## src/hw/rtl/lcgrid_pkg.sv

```systemverilog
// Package for the random index draw block: field widths, generator constants,
// configuration register indexes and the sequencer state type.
// No dependencies.
package lcgrid_pkg;

  localparam int STATE_W   = 31;   // generator state bits that matter
  localparam int STEP_W    = 5;    // step counter, counts up to STATE_W - 1
  localparam int RAW_SHIFT = 16;   // raw value starts at this state bit
  localparam int OUT_W     = 15;   // width of index and raw_value results
  localparam int COUNT_W   = 7;    // width of draw_count
  localparam int SEED_W    = 32;
  localparam int MOD_W     = 16;
  localparam int CFG_IDX_W = 2;

  localparam logic [STATE_W-1:0] LCG_MUL = 31'(32'd1103515245);
  localparam logic [STATE_W-1:0] LCG_ADD = 31'd12345;

  localparam logic [CFG_IDX_W-1:0] REG_SEED    = 2'd0;
  localparam logic [CFG_IDX_W-1:0] REG_MODULUS = 2'd1;

  typedef enum logic [1:0] {
    ST_IDLE,
    ST_MUL,
    ST_DIV,
    ST_EMIT
  } lcgrid_state_t;

endpackage

```

## src/hw/rtl/lcg_random_index_draw.sv

```systemverilog
// Top level of the random index draw block: bit-serial LCG step and a
// bit-serial restoring divider for the modulo reduction.
// Depends on lcgrid_pkg.
//
// Each draw runs the serial multiplier over all STATE_W state bits, then the
// serial divider over the RAW_BITS raw-value bits, then loads the output
// register once the previous result has gone or is being taken. A new request
// is taken only once the previous one has issued its last draw.
// The serial multiplier is the longest of these steps.
// Reset (rst_n low, synchronous) sets the state to 1, seed and modulus to 1,
// and empties the output register.
module lcg_random_index_draw
  import lcgrid_pkg::*;
#(
  parameter int RAW_BITS  = 15,   // 1 to 15
  parameter int MAX_DRAWS = 64    // 1 to 64
) (
  input  logic                 clk,
  input  logic                 rst_n,
  // Request channel.
  input  logic                 in_tvalid,
  output logic                 in_tready,
  input  logic [7:0]           in_tdata,   // [6:0] draw_count, [7] zero
  input  logic                 in_tuser,   // [0] reseed
  // Result channel.
  output logic                 out_tvalid,
  input  logic                 out_tready,
  output logic [31:0]          out_tdata,  // [14:0] index, [29:15] raw_value, [31:30] zero
  output logic                 out_tlast,  // last draw of the request
  // Configuration write port.
  input  logic                 cfg_we,
  input  logic [CFG_IDX_W-1:0] cfg_index,
  input  logic [SEED_W-1:0]    cfg_data
);

  lcgrid_state_t state_r, state_nxt;

  logic [SEED_W-1:0]   seed_r;
  logic [MOD_W-1:0]    modulus_r;
  logic [STATE_W-1:0]  lcg_r, lcg_nxt;        // generator state
  logic [STATE_W-1:0]  acc_r, acc_nxt;        // product accumulator
  logic [STATE_W-1:0]  mcand_r, mcand_nxt;    // multiplier constant, shifted up each step
  logic [STATE_W-1:0]  sh_r, sh_nxt;          // state bits, shifted down each step
  logic [STEP_W-1:0]   step_r, step_nxt;
  logic [RAW_BITS-1:0] quo_r, quo_nxt;        // raw value, shifted out MSB first
  logic [MOD_W-1:0]    rem_r, rem_nxt;        // partial remainder
  logic [COUNT_W-1:0]  left_r, left_nxt;      // draws still owed

  logic [OUT_W-1:0]    out_index_r, out_raw_r;
  logic                out_last_r, out_valid_r;

  logic                in_fire, out_load, mul_done, div_done;
  logic [COUNT_W-1:0]  count_sat;
  logic [STATE_W-1:0]  acc_sum;
  logic [MOD_W:0]      trial;
  logic                trial_ge;
  logic [RAW_BITS-1:0] raw_now;
  logic [OUT_W-1:0]    index_now;

  // Accepted request, with the draw count saturated to MAX_DRAWS.
  assign in_fire   = in_tvalid && in_tready;
  assign count_sat = (in_tdata[COUNT_W-1:0] > COUNT_W'(MAX_DRAWS)) ?
                     COUNT_W'(MAX_DRAWS) : in_tdata[COUNT_W-1:0];

  // One shift-add step: the product of the state and the constant builds up
  // from the low bit of the state, starting from the additive constant.
  assign acc_sum  = acc_r + (sh_r[0] ? mcand_r : '0);
  assign mul_done = (step_r == STEP_W'(STATE_W - 1));

  // One restoring division step on the raw value.
  assign trial    = {rem_r, quo_r[RAW_BITS-1]};
  assign trial_ge = (trial >= {1'b0, modulus_r});
  assign div_done = (step_r == STEP_W'(RAW_BITS - 1));

  // A zero modulus means no reduction at all.
  assign raw_now   = lcg_r[RAW_SHIFT +: RAW_BITS];
  assign index_now = (modulus_r == '0) ? OUT_W'(raw_now) : OUT_W'(rem_r[RAW_BITS-1:0]);

  // Next state.
  always_comb begin
    state_nxt = state_r;
    unique case (state_r)
      ST_IDLE: if (in_fire && count_sat != '0) state_nxt = ST_MUL;
      ST_MUL:  if (mul_done) state_nxt = ST_DIV;
      ST_DIV:  if (div_done) state_nxt = ST_EMIT;
      ST_EMIT: begin
        if (out_load) state_nxt = (left_r == COUNT_W'(1)) ? ST_IDLE : ST_MUL;
      end
      default: state_nxt = ST_IDLE;
    endcase
  end

  // Handshake outputs of the sequencer. The output register is loaded once
  // the previous result has gone or is being taken; until then the sequencer
  // waits in ST_EMIT and takes no new request.
  always_comb begin
    in_tready = 1'b0;
    out_load  = 1'b0;
    unique case (state_r)
      ST_IDLE: in_tready = 1'b1;
      ST_EMIT: out_load  = !out_valid_r || out_tready;
      default: begin
        in_tready = 1'b0;
        out_load  = 1'b0;
      end
    endcase
  end

  // Datapath next values.
  always_comb begin
    lcg_nxt   = lcg_r;
    acc_nxt   = acc_r;
    mcand_nxt = mcand_r;
    sh_nxt    = sh_r;
    step_nxt  = step_r;
    quo_nxt   = quo_r;
    rem_nxt   = rem_r;
    left_nxt  = left_r;
    // Every draw, the first one of a request included, starts a fresh
    // serial multiply from the current state, or from the seed on a reseed.
    if (in_fire) begin
      lcg_nxt   = in_tuser ? seed_r[STATE_W-1:0] : lcg_r;
      sh_nxt    = lcg_nxt;
      acc_nxt   = LCG_ADD;
      mcand_nxt = LCG_MUL;
      step_nxt  = '0;
      left_nxt  = count_sat;
    end else if (state_r == ST_MUL) begin
      acc_nxt   = acc_sum;
      sh_nxt    = sh_r >> 1;
      mcand_nxt = mcand_r << 1;
      step_nxt  = step_r + STEP_W'(1);
      if (mul_done) begin
        lcg_nxt  = acc_sum;
        quo_nxt  = acc_sum[RAW_SHIFT +: RAW_BITS];
        rem_nxt  = '0;
        step_nxt = '0;
      end
    end else if (state_r == ST_DIV) begin
      rem_nxt  = trial_ge ? MOD_W'(trial - {1'b0, modulus_r}) : MOD_W'(trial);
      quo_nxt  = quo_r << 1;
      step_nxt = step_r + STEP_W'(1);
    end else if (out_load) begin
      left_nxt  = left_r - COUNT_W'(1);
      sh_nxt    = lcg_r;
      acc_nxt   = LCG_ADD;
      mcand_nxt = LCG_MUL;
      step_nxt  = '0;
    end
  end

  always_ff @(posedge clk) begin
    if (!rst_n) begin
      state_r     <= ST_IDLE;
      seed_r      <= SEED_W'(1);
      modulus_r   <= MOD_W'(1);
      lcg_r       <= STATE_W'(1);
      left_r      <= '0;
      step_r      <= '0;
      out_valid_r <= 1'b0;
    end else begin
      state_r <= state_nxt;
      lcg_r   <= lcg_nxt;
      left_r  <= left_nxt;
      step_r  <= step_nxt;
      if (cfg_we) begin
        case (cfg_index)
          REG_SEED:    seed_r    <= cfg_data;
          REG_MODULUS: modulus_r <= cfg_data[MOD_W-1:0];
          default: ;
        endcase
      end
      if (out_load)        out_valid_r <= 1'b1;
      else if (out_tready) out_valid_r <= 1'b0;
    end
  end

  // Payload registers need no reset.
  always_ff @(posedge clk) begin
    acc_r   <= acc_nxt;
    mcand_r <= mcand_nxt;
    sh_r    <= sh_nxt;
    quo_r   <= quo_nxt;
    rem_r   <= rem_nxt;
    if (out_load) begin
      out_index_r <= index_now;
      out_raw_r   <= OUT_W'(raw_now);
      out_last_r  <= (left_r == COUNT_W'(1));
    end
  end

  assign out_tvalid = out_valid_r;
  assign out_tdata  = {2'b00, out_raw_r, out_index_r};
  assign out_tlast  = out_last_r;

  // A request with draws starts the multiplier in the next cycle.
  a_start_mul: assert property (@(posedge clk) disable iff (!rst_n)
    (in_fire && count_sat != '0) |=> (state_r == ST_MUL))
    else $error("request with draws did not start the multiplier");

  // The last draw of a request returns the sequencer to idle.
  a_last_idle: assert property (@(posedge clk) disable iff (!rst_n)
    (out_load && left_r == COUNT_W'(1)) |=> (state_r == ST_IDLE))
    else $error("sequencer not idle after last draw");

  // A reduced index never exceeds the raw value it came from.
  a_index_le_raw: assert property (@(posedge clk) disable iff (!rst_n)
    out_valid_r |-> (out_index_r <= out_raw_r))
    else $error("index larger than raw value");

  // The sequencer is only busy while draws are still owed.
  a_left_idle: assert property (@(posedge clk) disable iff (!rst_n)
    (state_r != ST_IDLE) |-> (left_r != '0))
    else $error("sequencer busy with no draws left");

  // The divider step counter stays within RAW_BITS - 1 while dividing.
  a_div_steps: assert property (@(posedge clk) disable iff (!rst_n)
    (state_r == ST_DIV) |-> (step_r <= STEP_W'(RAW_BITS - 1)))
    else $error("divider ran past its step count");

endmodule
```

## config.mk

```make
export PLATFORM = sky130hd
export DESIGN_NAME = lcg_random_index_draw
export DESIGN_NICKNAME = d
export VERILOG_FILES = /design/src/hw/rtl/lcgrid_pkg.sv /design/src/hw/rtl/lcg_random_index_draw.sv
export SDC_FILE = /design/constraint.sdc
export NUM_CORES = 1
export LEC_CHECK = 0
export ABC_CLOCK_PERIOD_IN_PS = 5700
export BUFFER_PORTS_ARGS = -buffer_cell sky130_fd_sc_hd__buf_2
export CAP_MARGIN = 20
export CORE_ASPECT_RATIO = 1.4
export CORE_UTILIZATION = 45
export CTS_BUF_LIST = sky130_fd_sc_hd__clkbuf_16
export CTS_CLUSTER_SIZE = 16
export DETAILED_ROUTE_END_ITERATION = 8
export PLACE_DENSITY_LB_ADDON = 0.15
export SYNTH_ARGS = -nofsm -noshare
export SYNTH_HDL_FRONTEND = slang
export SYNTH_SLANG_ARGS = --single-unit
```

## constraint.sdc

```tcl
create_clock -name clk -period 5.7 [get_ports clk]
set_clock_uncertainty 0.05 [all_clocks]
set_input_delay 0.285 -clock clk [delete_from_list [all_inputs] [get_ports clk]]
set_output_delay 0.285 -clock clk [all_outputs]
set_load 0.05 [all_outputs]
```

==> flow_results.org, run 1 <==
** Run status
- Status :: completed

** Critical path
- The worst setup path is of the reg -> reg kind.
- Worst stage delay on the critical path :: 0.87 ns
- Data arrival time of the critical path :: 4.45 ns
- Of all nets on the critical path, the largest fanout is 31.
- STA puts the critical path data required time at 6.10 ns.
- Cells along the critical path :: and2_1 -> ha_1 -> inv_1 -> fa_1 -> nor2b_1 -> o211ai_1 -> a31oi_1 -> a41o_1 -> nor3_1 -> o31ai_2 -> xor2_1 -> nand2_1 -> a211oi_1
- Among all stages on the critical path, the largest delay is contributed by sky130_fd_sc_hd__edfxtp_1.
- The worst setup path is captured at a flip-flop.
- STA classifies the critical path startpoint as a flip-flop.

** Timing
- Achievable Freq :: 247 MHz
- Summed over all failing endpoints, the final setup total negative slack is 0 ns.
- In this run the tightest slew margin relative to its limit is 28.6%.
- For the pin with the worst max-slew slack, the measured transition is 1.07 ns.
- Of the available clock period, the critical path in the final layout requires 71.1%.
- Post-route minimum period :: 4.05 ns
- Number of pins exceeding their max-slew limit in the final report :: 0
- Final hold violation count :: 0
- Setup repair after global routing left no endpoint under its margin.
- Setup violations remaining at the end of the flow were counted as 0.

** Synth
- The netlist uses 73 different library cells.
- Number of storage elements in the synthesis netlist :: 248
- Number of enable flip-flop cells after synthesis :: 93
- For this run, the leading register cell type out of synthesis is sky130_fd_sc_hd__dfxtp_1.
- The cell area that synthesis handed to floorplanning was 12400 µm².
- Of all flip-flops after synthesis, the portion carrying an async set or reset was 0%.
- Cells after Synth :: 1353
- After synthesis, the mean cell area works out to 9.19 µm².
- Summing the sequential cell areas from Yosys gives 47.4% of the chip area.
- Warnings, synthesis :: 0

** Clocking
- In this run the number of H-tree levels came out at 1.
- The later pin in the worst-skew pair is clocked with a latency of 0.53 ns.
- The tree is rooted in a sky130_fd_sc_hd__clkbuf_16.
- Max clock buf depth :: 3
- Number of buffers created by CTS :: 25
- TritonCTS built the clock tree.
- After clock tree synthesis, the clock-pin slew on the worst setup and hold paths is 0.07 ns.
- Clock tree synthesis found a total of 248 sinks.
- Number of post-CTS setup repair buffers :: 0

** Die
- Core Region :: 27000 µm²
- Measured along the x axis, the die boundary spans 143 µm.
- From bottom edge to top edge, the die measures 199 µm.
- The die covers 28300 µm².
- Row generation in the floorplan step produced 71 rows.
- 83 I/O pins were placed.
- The initial utilization of the core area, before any placement, comes to 46.1%.

** Finish
- Layout Area Growth over Synthesis :: 14.8%
- Number of diodes :: 0
- Final Util :: 52.9%
- Top library cells by usage in the layout, fill and taps aside :: sky130_fd_sc_hd__nand2_1, sky130_fd_sc_hd__dfxtp_1, sky130_fd_sc_hd__nor2_1
- The library cell used most frequently in the layout, excluding fill and tap cells, is sky130_fd_sc_hd__nand2_1.
- Filler cells :: 2510
- Cells with a size suffix above 1 make up 12.3% of the layout.
- The count of cells in the finished layout, fillers not included, comes to 1818.
- Net total in the final layout :: 1540

** Min path
- Type of the most critical hold path :: in -> reg

** Placed design
- Gp weighted congestion :: 0.914
- Including well taps, the total number of placed cells is 1739.
- After legalization and detailed placement, the total HPWL measured 23000 µm.
- Quantity of I/O buffers inserted on ports :: 78

** Global route
- Number of antenna violations at the first check in global routing :: 0
- Wire length of the first global-routing pass :: 52500 µm
- For this run the aggregate overflow at the end of global routing stands at 0.
- The via count of the first global-routing pass is 9825.
- GRT Util Overall :: 23.6%
- Entering global routing, the biggest net connects 70 pins.

** Detailed routing
- Summed over all layers, the routed wires come to 32800 µm.
- Dividing the detail-routed wire length by the instance count gives 18.0 µm.
- In this run, the number of DRC markers left after iteration 0 of detailed routing was 623.
- 1st-pass router iterations :: 4
- Once detail routing completed, the nets flagged for antenna violations numbered 0.
- Routed vias :: 10.0k
- In the routed layout, each cell is associated on average with a via count of 5.52.
- Number of design rule violations left after detail routing :: 0

** Power and ir drop
- Summed over all cells, the static leakage comes to 5.58 nW.
- Internal power component :: 0.00485 W
- P_sw :: 0.00342 W
- VDD sags by at most 0.275 mV.
- Net switching fraction of the power :: 41.4%
- Sequential group share of total power :: 34.3%
- Clock Power Share :: 19.2%
- For this design the ratio of total power to cell area is 579 nW/µm².
- Power share of the combinational group :: 46.4%

** Flow run
- The tool flagged a number of max-cap violations equal to 0.
logic make-up after synthesis:
family | Yosys count | share of synthesized area (%)
XOR/XNOR | 44 | 3.10
multiplexers | 49 | 4.19
adder cells (fa/ha/maj) | 57 | 5.85
flip-flops | 248 | 47.4
AND/OR/NAND/NOR | 494 | 18.1
AO/OA/AOI/OAI | 348 | 17.8
buffers and inverters | 112 | 3.48
other | 1 | 0.0301
critical path: cells and delay by family (launching register included):
kind                     cells  cell delay, ns
AO/OA/AOI/OAI                5            1.32
flip-flops                   1            0.87
AND/OR/NAND/NOR              4            0.63
adder cells (fa/ha/maj)      2            0.61
XOR/XNOR                     1            0.43
buffers and inverters        1            0.07
layout make-up:
type / instances / area [µm²] / area share [%]
inverters: 39 / 146 / 1.03
flip-flops and latches: 248 / 5900 / 41.3
clock buffers: 25 / 626 / 4.38
well taps: 365 / 457 / 3.20
clock inverters: 20 / 153 / 1.07
repair buffers: 127 / 853 / 5.98
multi-input cells: 994 / 6150 / 43.1
metrics by stage:
stage / hold slack (ns) / cell area (µm²) / power (W) / setup WS (ns)
6_report: 0.103 / 14300 / 0.00827 / 1.65
5_1_grt: 0.128 / 14300 / 0.00886 / 1.27
4_1_cts: 0.0795 / 14300 / 0.00831 / 1.59
3_5_place_dp: 0.402 / 13100 / 0.00668 / 1.64
3_3_place_gp: 0.395 / 13100 / 0.00661 / 1.68
2_1_floorplan: 0.359 / 12400 / 0.00562 / 1.70
registers in the layout (all words and copies together), names as in the netlist:
register and cells:
mcand_r 31, out_index_r 15, sh_r 31, out_raw_r 15
left_r 7, lcg_r 31, rem_r 16, state_r 2
acc_r 31, modulus_r 16, quo_r 15, out_tvalid 1
seed_r 31, out_tlast 1, step_r 5
power by group through the flow:
stage / combinational (W) / clock, W / sequential [W]
floorplan: 0.00280 / 0 / 0.00282
global placement: 0.00374 / 0 / 0.00287
detailed placement: 0.00380 / 0 / 0.00288
CTS: 0.00384 / 0.00163 / 0.00285
global route: 0.00427 / 0.00169 / 0.00290
finish: 0.00384 / 0.00159 / 0.00284
path summary, 6_finish.rpt:
kind               start          to  slack (ns)  depth (start not counted)
min reg2reg   seed_r[16]  seed_r[16]        0.41                          2
max              sh_r[0]   lcg_r[20]        1.65                         13
max reg2reg      sh_r[0]   lcg_r[20]        1.65                         13
min          in_tdata[6]   left_r[0]        0.10                          4
synth_stat cells, types with 3 or more instances:
| cell | instances | area (µm²) |
|---|---|---|
| sky130_fd_sc_hd__dfxtp_1 | 155 | 3100 |
| sky130_fd_sc_hd__buf_2 | 4 | 20.0 |
| sky130_fd_sc_hd__o41ai_1 | 3 | 26.3 |
| sky130_fd_sc_hd__nor4_1 | 6 | 37.5 |
| sky130_fd_sc_hd__edfxtp_1 | 93 | 2790 |
| sky130_fd_sc_hd__or3_1 | 3 | 18.8 |
| sky130_fd_sc_hd__a21o_1 | 16 | 120 |
| sky130_fd_sc_hd__nand2b_1 | 6 | 37.5 |
| sky130_fd_sc_hd__o211ai_1 | 7 | 52.6 |
| sky130_fd_sc_hd__ha_1 | 55 | 688 |
| sky130_fd_sc_hd__o21ai_0 | 49 | 245 |
| sky130_fd_sc_hd__a311oi_1 | 3 | 26.3 |
| sky130_fd_sc_hd__o221a_2 | 3 | 33.8 |
| sky130_fd_sc_hd__nand3_1 | 29 | 145 |
| sky130_fd_sc_hd__o22ai_1 | 25 | 156 |
| sky130_fd_sc_hd__o21a_1 | 7 | 52.6 |
| sky130_fd_sc_hd__inv_1 | 38 | 143 |
| sky130_fd_sc_hd__nand4_1 | 7 | 43.8 |
| sky130_fd_sc_hd__or2_2 | 3 | 18.8 |
| sky130_fd_sc_hd__nand2_1 | 189 | 709 |
| sky130_fd_sc_hd__nor3b_1 | 20 | 150 |
| sky130_fd_sc_hd__a22oi_1 | 14 | 105 |
| sky130_fd_sc_hd__o31ai_2 | 3 | 37.5 |
| sky130_fd_sc_hd__and3_1 | 7 | 43.8 |
| sky130_fd_sc_hd__mux2_2 | 25 | 282 |
| sky130_fd_sc_hd__mux2i_1 | 24 | 240 |
| sky130_fd_sc_hd__a31oi_1 | 8 | 50.1 |
| sky130_fd_sc_hd__a21oi_1 | 141 | 706 |
| sky130_fd_sc_hd__o21ai_1 | 3 | 15.0 |
| sky130_fd_sc_hd__o221ai_1 | 11 | 96.3 |
| sky130_fd_sc_hd__nor2_1 | 145 | 544 |
| sky130_fd_sc_hd__xor2_1 | 20 | 175 |
| sky130_fd_sc_hd__a211oi_1 | 18 | 135 |
| sky130_fd_sc_hd__nor2b_1 | 20 | 125 |
| sky130_fd_sc_hd__nor3_1 | 14 | 70.1 |
| sky130_fd_sc_hd__o21bai_1 | 3 | 22.5 |
| sky130_fd_sc_hd__a22o_1 | 12 | 105 |
| sky130_fd_sc_hd__xnor2_1 | 24 | 210 |
| sky130_fd_sc_hd__and2_1 | 33 | 206 |
| sky130_fd_sc_hd__nor4b_1 | 3 | 26.3 |
| sky130_fd_sc_hd__clkbuf_1 | 66 | 248 |
repair_timing:
| action | 4_1_cts | 5_1_grt |
|---|---|---|
| resized for setup | 0 | 0 |
| endpoints found under the setup margin | 0 | 0 |
| hold endpoints to repair | 49 | 0 |
| hold buffers | 33 | 0 |
per-layer routing:
metal,vias to the layer above,wire (µm),track usage [%]
li1,4993,-,-
met1,4793,14100,28.6
met2,186,16600,42.7
met3,63,1050,2.62
met4,0,1090,8.72
met5,-,0,0
(Power assumes the default switching activity.)
==> run 2: changes to the inputs <==
--- a/config.mk
+++ b/config.mk
@@ -5,7 +5,7 @@
 export SDC_FILE = /design/constraint.sdc
 export NUM_CORES = 1
 export LEC_CHECK = 0
-export ABC_CLOCK_PERIOD_IN_PS = 5700
+export ABC_CLOCK_PERIOD_IN_PS = 3990
 export BUFFER_PORTS_ARGS = -buffer_cell sky130_fd_sc_hd__buf_2
 export CAP_MARGIN = 20
 export CORE_ASPECT_RATIO = 1.4
==> constraint.sdc (replaced) <==
create_clock -name clk -period 3.99 [get_ports clk]
set_clock_uncertainty 0.05 [all_clocks]
set_input_delay 0.1995 -clock clk [delete_from_list [all_inputs] [get_ports clk]]
set_output_delay 0.1995 -clock clk [all_outputs]
set_load 0.05 [all_outputs]
==> run 2 against run 1 <==
Clock power up 36%. Final cell count up 0.50%. Flip-flop and latch count unchanged. Core utilization about the same. Power up 42%.
==> flow_results.org, run 2 (synthesis results as in run 1) <==
** Placed design
- The estimated wirelength of the detail-placed design is 23300 µm (+1.1%).
- The cell count after placement came to 1749 (+0.58%).
- Placed instance area :: 13200 µm² (+0.57%)
- The worst slack after detailed placement was 0.543 ns (-1.10 ns).
- Quantity of I/O buffers inserted on ports :: 78 (unchanged)
- The routability congestion estimate from global placement is 0.910 (-0.39%).

** Critical path
- The number of buffers and inverters on the critical path came to 1 (unchanged).
- Cells along the critical path :: buf_4 -> nand2_1 -> fa_1 -> nor2b_1 -> o211ai_1 -> a31oi_1 -> a41o_1 -> nor3_1 -> o31ai_2 -> xor2_1 -> nand2_1 -> a211oi_1
- STA classifies the critical path startpoint as a flip-flop.
- The worst setup path is captured at a flip-flop.
- Cell type of the slowest stage on the worst timing path :: sky130_fd_sc_hd__fa_1
- Counting stages on the worst path, the most repeated cell is sky130_fd_sc_hd__nand2_1.
- The endpoint identified for the worst register-to-register timing path is lcg_r[20].
- The worst-path maximum fanout came to 30 (-3.2%).
- Dominant delay contributor by cell family on the critical path :: compound AO/OA/AOI/OAI gates
- The arrival time at the worst endpoint is 3.84 ns (-0.61 ns).
- Worst setup endpoint :: lcg_r[20]
- The startpoint identified for the worst register-to-register timing path is sh_r[0].
- The critical path's largest stage delay was 0.45 ns (-0.42 ns).
- The critical path is of the reg -> reg type.
- Worst Setup SP :: sh_r[0]
- The number of stages on the worst setup path came to 12 (-1).
- Worst r2r path cells :: 12 (-1)
- The required arrival time at the worst endpoint was 4.37 ns (-1.73 ns).
- The minimum setup slack among reg-to-reg paths came to 0.54 ns (-1.11 ns).

** Timing
- The setup violation total in the final timing report was 0 (unchanged).
- The setup TNS after final layout is 0 ns (unchanged).
- Max_slew headroom :: 34.2% (+5.6 points)
- Setup repair after global routing left no endpoint under its margin.
- Post-route minimum period :: 3.45 ns (-0.599 ns)
- The number of slew-limit violations in the final report is 0 (unchanged).
- The final critical-path setup slack was 0.538 ns (-1.11 ns).
- Portion of the clock cycle consumed by the worst path in the final layout :: 86.5% (+15 points)
- Transition at the pin with the smallest max-transition slack :: 0.983 ns (-0.0849 ns)
- The fmax is 290 MHz (+17%).
- The hold violation count in the final report was 0 (unchanged).

** Detailed routing
- Routed length per placed instance :: 18.0 µm (-0.22%)
- The total number of vias came to 10.1k (+0.42%).
- The remaining antenna violation count came to 0 (unchanged).
- Number of design rule violations left after detail routing :: 0 (unchanged)
- The number of DRC markers after the initial detailed-route iteration is 569 (-8.7%).
- Wirelength, routed :: 32900 µm (+0.27%)
- The via density per instance was 5.52 (about the same).
- The number of detailed-route iterations in the first pass was 5 (+1).

** Clocking
- CTS H-tree lvls :: 1 (unchanged)
- In this run the clock root is driven by a sky130_fd_sc_hd__clkbuf_16.
- CTS hold repair buffers :: 33 (unchanged)
- Number of post-CTS setup repair buffers :: 0 (unchanged)
- The buffer depth of the longest clock path came to 3 (unchanged).
- The clock insertion delay at the later pin of the skew report was 0.53 ns (about the same).
- TritonCTS built the clock tree.
- The count of cells resized by post-cts repair was 0 (unchanged).
- Sinks on the clock net :: 248 (unchanged)
- CTS clk-pin slew, worst paths :: 0.06 ns (about the same)
- Number of buffers created by CTS :: 25 (unchanged)

** Global route
- Remaining global-route overflow :: 0 (unchanged)
- Largest net degree at the start of global routing :: 65 (-7.1%)
- The number of antenna violations at the first check in global routing came to 0 (unchanged).
- The global-route total usage across every layer was 23.6% (-0.029 points).
- Vias in the first global route :: 9871 (+0.47%)
- Wire length of the first global-routing pass :: 52400 µm (about the same)

** Power and ir drop
- The clock group share of total power is 18.4% (-0.8 points).
- The part of the power in combinational logic is 47.1% (+0.7 points).
- The internal cell power is 0.00687 W (+42%).
- Sequential group share of total power :: 34.5% (+0.2 points)
- The switching fraction of total power is 41.5% (+0.079 points).
- VDD IR max :: 0.383 mV (+39%)
- The static leakage came to 5.62 nW (+0.73%).
- The net load switching power came to 0.00487 W (+42%).
- The power per cell area came to 822 nW/µm² (+42%).

** Die
- The total I/O pin count is 83 (unchanged).
- The total number of placement rows was 71 (unchanged).
- The overall die area came to 28300 µm² (unchanged).
- Die span in x :: 143 µm (unchanged)
- Die Ht :: 199 µm (unchanged)
- Core Region :: 27000 µm² (unchanged)
- The effective utilization at floorplan was 46.1% (unchanged).

** Run status
- The run finished with clean final reports.

** Finish
- Non-filler cells, final :: 1827 (+0.50%)
- Fraction of layout instances using a drive strength above 1 :: 12.6% (+0.27 points)
- The antenna cell count was 0 (unchanged).
- Layout Cell Area excl Fill :: 14300 µm² (about the same)
- Top library cells by usage in the layout, fill and taps aside :: sky130_fd_sc_hd__nand2_1, sky130_fd_sc_hd__dfxtp_1, sky130_fd_sc_hd__nor2_1
- The layout overhead on the synthesized area came to 14.9% (about the same).
- Leaving out fill and tap cells, the most frequent cell in the layout is sky130_fd_sc_hd__nand2_1.
- The number of nets in the final layout came to 1549 (+0.58%).

** Min path
- Type of the most critical hold path :: in -> reg

** Flow run
- The max-capacitance violation count was 0 (unchanged).
==> run 2: changes by cell type in the layout (fill, tap and decap cells not counted), sizes merged <==
cell and delta:
clkinvlp -1, bufinv -1, clkinv -4, buf +9, inv +6
==> run 2: area by class of cell <==
class / instances / area, µm²
inverter: 39 / 146
clock inverter: 20 / 110
timing repair buffer: 136 / 908
tap: 365 / 457
clock buffer: 25 / 626
fill: 2536 / 12700
sequential: 248 / 5900
multi-input combinational: 994 / 6150
==> run 2: power groups by stage <==
| stage | clock (W) | combinational, W | sequential, W |
|---|---|---|---|
| 3_3_place_gp | 0 | 0.00541 | 0.00409 |
| 4_1_cts | 0.00220 | 0.00553 | 0.00406 |
| 6_report | 0.00216 | 0.00553 | 0.00406 |
| 5_1_grt | 0.00230 | 0.00614 | 0.00413 |
| 3_5_place_dp | 0 | 0.00547 | 0.00410 |
| 2_1_floorplan | 0 | 0.00400 | 0.00402 |
==> run 2: metrics by stage <==
step                      util (%)  hold slack [ns]  total power [W]
final                         52.9           0.0550           0.0117
after global routing          52.9           0.0527           0.0126
after CTS                     52.9           0.0411           0.0118
after detailed placement      49.0            0.396          0.00957
after global placement        49.0            0.391          0.00950
after floorplan                  -            0.273          0.00802
==> run 2: per-layer routing <==
layer	vias to the layer above	track usage [%]	routed length [µm]
met5	-	0	0
met4	0	8.08	964
met3	54	2.72	1150
met2	204	42.8	16700
met1	4826	28.5	14000
li1	4993	-	-
==> run 2: how the worst min path moves through the flow <==
stage / cells after the start / startpoint / to / slack [ns]
finish: 2 / rst_n / modulus_r[0] / 0.05
global route: 2 / rst_n / seed_r[0] / 0.05
CTS: 2 / rst_n / modulus_r[0] / 0.04
detailed placement: 3 / cfg_data[16] / seed_r[16] / 0.40
global placement: 3 / cfg_data[17] / seed_r[17] / 0.39
floorplan: 2 / cfg_data[0] / seed_r[0] / 0.27
==> run 3: changes to the inputs <==
--- a/config.mk
+++ b/config.mk
@@ -5,6 +5,7 @@
 export SDC_FILE = /design/constraint.sdc
 export NUM_CORES = 1
 export LEC_CHECK = 0
+export ABC_AREA = 1
 export ABC_CLOCK_PERIOD_IN_PS = 3990
 export BUFFER_PORTS_ARGS = -buffer_cell sky130_fd_sc_hd__buf_2
 export CAP_MARGIN = 20
==> run 3 against run 2 <==
Count of clock-buffer cells in the layout increased by 4. Critical path depth increased by 6. Wire length increased by 14%. Combinational power increased by 11%. Flip-flop and latch count unchanged. Highest routed layer unchanged.
==> flow_results.org, run 3 <==
** Synth
- The number of enable-type register cells in the synthesized netlist came to 93 (unchanged).
- The synthesis-stage register bit count was 248 (unchanged).
- The number of library cell types mapped by synthesis is 49 (-33%).
- Leading cell type by number of instances after synthesis :: sky130_fd_sc_hd__nand2_1
- Post-synthesis cell area :: 13700 µm² (+9.9%)
- The post-synthesis instance total was 1861 (+38%).
- The share of Yosys cell area claimed by the top area cell type is 22.7% (-2.3 points).
- In the synthesized netlist, the cells that appear most often are sky130_fd_sc_hd__nand2_1, sky130_fd_sc_hd__inv_1, sky130_fd_sc_hd__nor2_1, sky130_fd_sc_hd__o21ai_0, sky130_fd_sc_hd__a21oi_1.
- Yosys attributes the largest share of cell area to sky130_fd_sc_hd__dfxtp_1, sky130_fd_sc_hd__edfxtp_1, sky130_fd_sc_hd__nand2_1.
- In the synthesized netlist the dominant register cell turns out to be sky130_fd_sc_hd__dfxtp_1.
- Warnings, synthesis :: 0 (unchanged)
- The share of flip-flops with an asynchronous set or reset came to 0% (unchanged).
- Sequential area share after synthesis :: 43.1% (-4.3 points)
- The mean cell area of the mapped netlist was 7.35 µm² (-20%).
- Dominant cell type by area after synthesis :: sky130_fd_sc_hd__dfxtp_1

** Placed design
- The worst slack after detailed placement was 1.23 ns (+0.686 ns).
- The number of input and output port buffers inserted was 78 (unchanged).
- Half-perimeter wire length of the detailed placement result :: 26300 µm (+13%)
- The routability congestion estimate from global placement is 0.975 (+7.2%).

** Finish
- Leading cell type in the layout, fill and taps excluded :: sky130_fd_sc_hd__nand2_1
- Filler cells :: 2905 (+15%)
- Compared with the post-synthesis result, the final layout area differs by 14.3%.
- The number of nets in the final layout came to 2049 (+32%).
- The antenna cell count came to 0 (unchanged).
- In the layout the commonest cells are sky130_fd_sc_hd__nand2_1, sky130_fd_sc_hd__inv_1, sky130_fd_sc_hd__nor2_1.
- Fraction of layout instances using a drive strength above 1 :: 9.83% (-2.8 points)

** Die
- The area of the core region was 29900 µm² (+11%).
- The total number of placement rows is 75 (+5.6%).
- Top-level I/O count :: 83 (unchanged)
- The height of the die came to 208 µm (+4.8%).
- Initial cell density of the core :: 45.7% (-0.38 points)
- The overall die area is 31100 µm² (+9.8%).
- The x dimension of the die came to 149 µm (+4.8%).

** Critical path
- Kind of end point of the critical path :: flip-flop
- The required arrival time at the worst endpoint came to 4.24 ns (-0.13 ns).
- Worst setup SP type :: flip-flop
- Critical Path Fanout Max :: 31 (+3.3%)
- Type of the worst setup path :: reg -> reg
- The arrival time at the worst endpoint is 3.05 ns (-0.79 ns).

** Global route
- The global-route wire length before repair is 60100 µm (+15%).
- Largest net degree at the start of global routing :: 90 (+38%)
- Number of antenna violations at the first check in global routing :: 0 (unchanged)
- GRT Util Overall :: 24.4% (+0.84 points)
- Remaining global-route overflow :: 0 (unchanged)
- Vias in the first global route :: 11.8k (+20%)

** Run status
- Status :: completed

** Detailed routing
- 1st-pass router iterations :: 5 (unchanged)
- Via count normalized by instance count :: 5.13 (-6.9%)
- Number of design rule violations left after detail routing :: 0 (unchanged)
- The total number of vias is 12.1k (+20%).
- Wirelength, routed :: 37500 µm (+14%)
- Post-route ant nets :: 0 (unchanged)
- Routed length per placed instance :: 16.0 µm (-11%)
- The number of DRC markers after the initial detailed-route iteration is 595 (+4.6%).

** Power and ir drop
- The worst vdd rail ir drop is 0.408 mV (+6.5%).
- Power density cells :: 820 nW/µm² (-0.23%)
- Leakage power figure :: 7.20 nW (+28%)

** Min path
- Type of the most critical hold path :: in -> reg

** Clocking
- The clock insertion delay at the later pin of the skew report is 0.55 ns (+0.02 ns).
- Number of post-CTS setup repair buffers :: 0 (unchanged)
- The clock edge transition at the registers on the reported setup and hold paths was 0.06 ns (about the same).
- The number of H-tree branching levels was 1 (unchanged).
- The number of buffers inserted during clock tree synthesis is 26 (+4.0%).
- Max clock buf depth :: 3 (unchanged)
- TritonCTS built the clock tree.
- The tree is rooted in a sky130_fd_sc_hd__clkbuf_16.
- The number of clock sinks came to 248 (unchanged).

** Timing
- The slew of the pin with the lowest slew margin was 1.03 ns (+0.0466 ns).
- RSZ-0062 raised after global routing :: false
- The fmax is 357 MHz (+23%).
- The worst relative slew slack was 31.1% (-3.1 points).
- The number of slew-limit violations in the final report was 0 (unchanged).
- The setup violation total in the final timing report was 0 (unchanged).
- Minimum setup slack in the final design :: 1.19 ns (+0.651 ns)
- The minimum clock period was 2.80 ns (-0.651 ns).
- Final hold violation count :: 0 (unchanged)
- Accumulated negative setup slack :: 0 ns (unchanged)
- Portion of the clock cycle consumed by the worst path in the final layout :: 70.2% (-16 points)

** Flow run
- Count of maximum capacitance violations :: 0 (unchanged)
-- run 3: cell types whose count changed in the layout (fill, tap and decap cells not counted), moves of 20 or more --
cell	previous run	this run
sky130_fd_sc_hd__nand2_1	189	502
sky130_fd_sc_hd__inv_1	47	230
sky130_fd_sc_hd__o21ai_0	49	162
sky130_fd_sc_hd__and2_1	33	3
sky130_fd_sc_hd__mux2_2	25	0
sky130_fd_sc_hd__mux2i_1	24	0
sky130_fd_sc_hd__nor2_1	144	168
sky130_fd_sc_hd__nand3_1	29	52
sky130_fd_sc_hd__nor2b_1	20	0
-- run 3: repair_timing --
item | CTS | global route
resized for setup | 0 | 0
hold buffers | 42 | 0
hold endpoints to repair | 54 | 0
endpoints found under the setup margin | 0 | 0
-- run 3: cell type report --
type,count,area [µm²],area share [%]
multi-input cells,1301,6560,42.0
flip-flops and latches,248,5900,37.7
repair buffers,135,956,6.12
inverters,232,871,5.57
clock buffers,29,726,4.64
well taps,385,482,3.08
clock inverters,19,143,0.913
-- run 3: per-layer routing --
| metal | vias to the layer above | global-route usage (%) | share of wire, % |
|---|---|---|---|
| met5 | - | 0 | 0 |
| met4 | 0 | 9.04 | 3.3 |
| met3 | 57 | 2.17 | 3.0 |
| met2 | 216 | 44.1 | 51 |
| met1 | 5560 | 29.6 | 43 |
| li1 | 6225 | - | - |
-- run 3: worst max-delay path, cell delays in order, from the launching register on --
cell                       delay (ns)
sky130_fd_sc_hd__edfxtp_1        0.37
sky130_fd_sc_hd__buf_4           0.31
sky130_fd_sc_hd__nand2_1         0.09
sky130_fd_sc_hd__inv_1           0.06
sky130_fd_sc_hd__ha_1            0.17
sky130_fd_sc_hd__inv_1           0.07
sky130_fd_sc_hd__fa_1            0.41
sky130_fd_sc_hd__inv_1           0.10
sky130_fd_sc_hd__nand3_1         0.08
sky130_fd_sc_hd__nand2_2         0.11
sky130_fd_sc_hd__nand2_1         0.05
sky130_fd_sc_hd__nand2_1         0.14
sky130_fd_sc_hd__nand2_1         0.08
sky130_fd_sc_hd__nand2_2         0.07
sky130_fd_sc_hd__nand2_1         0.05
sky130_fd_sc_hd__nand3_1         0.06
sky130_fd_sc_hd__nand2_1         0.13
sky130_fd_sc_hd__nand2_1         0.09
sky130_fd_sc_hd__nand2_1         0.05
-- run 3: path summary, 6_finish.rpt --
kind | start | to | slack (ns) | cells after the start
worst max-delay path | sh_r[0] | quo_r[8] | 1.19 | 18
worst min-delay path | in_tdata[6] | left_r[2] | 0.05 | 6
worst max register to register | sh_r[0] | quo_r[8] | 1.19 | 18
worst min register to register | acc_r[21] | acc_r[21] | 0.42 | 2
-- run 3: kinds of logic (layout without fill, tap and decap cells) --
group                      after synthesis  count (layout)  share of synthesized area, %
AOI/OAI and AO/OA                      418             418                          16.8
xor gates and xnor gates                32              32                          2.05
adders and majority gates               57              57                          5.33
buffers and inverters                  313             415                          9.06
DFF                                    248             248                          43.1
other                                    1               2                        0.0274
and+or+nand+nor                        792             792                          23.6
-- run 3: where the power goes --
group | internal [W] | total, W | switching [W] | leakage (nW)
sequential | 0.00371 | 0.00419 | 0.000487 | 2.15
clock | 0.00143 | 0.00246 | 0.00103 | 0.444
combinational | 0.00200 | 0.00616 | 0.00416 | 4.60
total | 0.00714 | 0.0128 | 0.00567 | 7.20
-- run 3: through the flow --
step	util (%)	power, W	hold WS (ns)	area [µm²]	cells
2_1_floorplan	-	0.00870	0.276	13700	1862
3_3_place_gp	47.9	0.0102	0.373	14300	2258
3_5_place_dp	47.9	0.0103	0.385	14300	2258
4_1_cts	52.2	0.0129	0.0204	15600	2348
5_1_grt	52.2	0.0138	0.0856	15600	2349
6_report	52.2	0.0128	0.0456	15600	2349
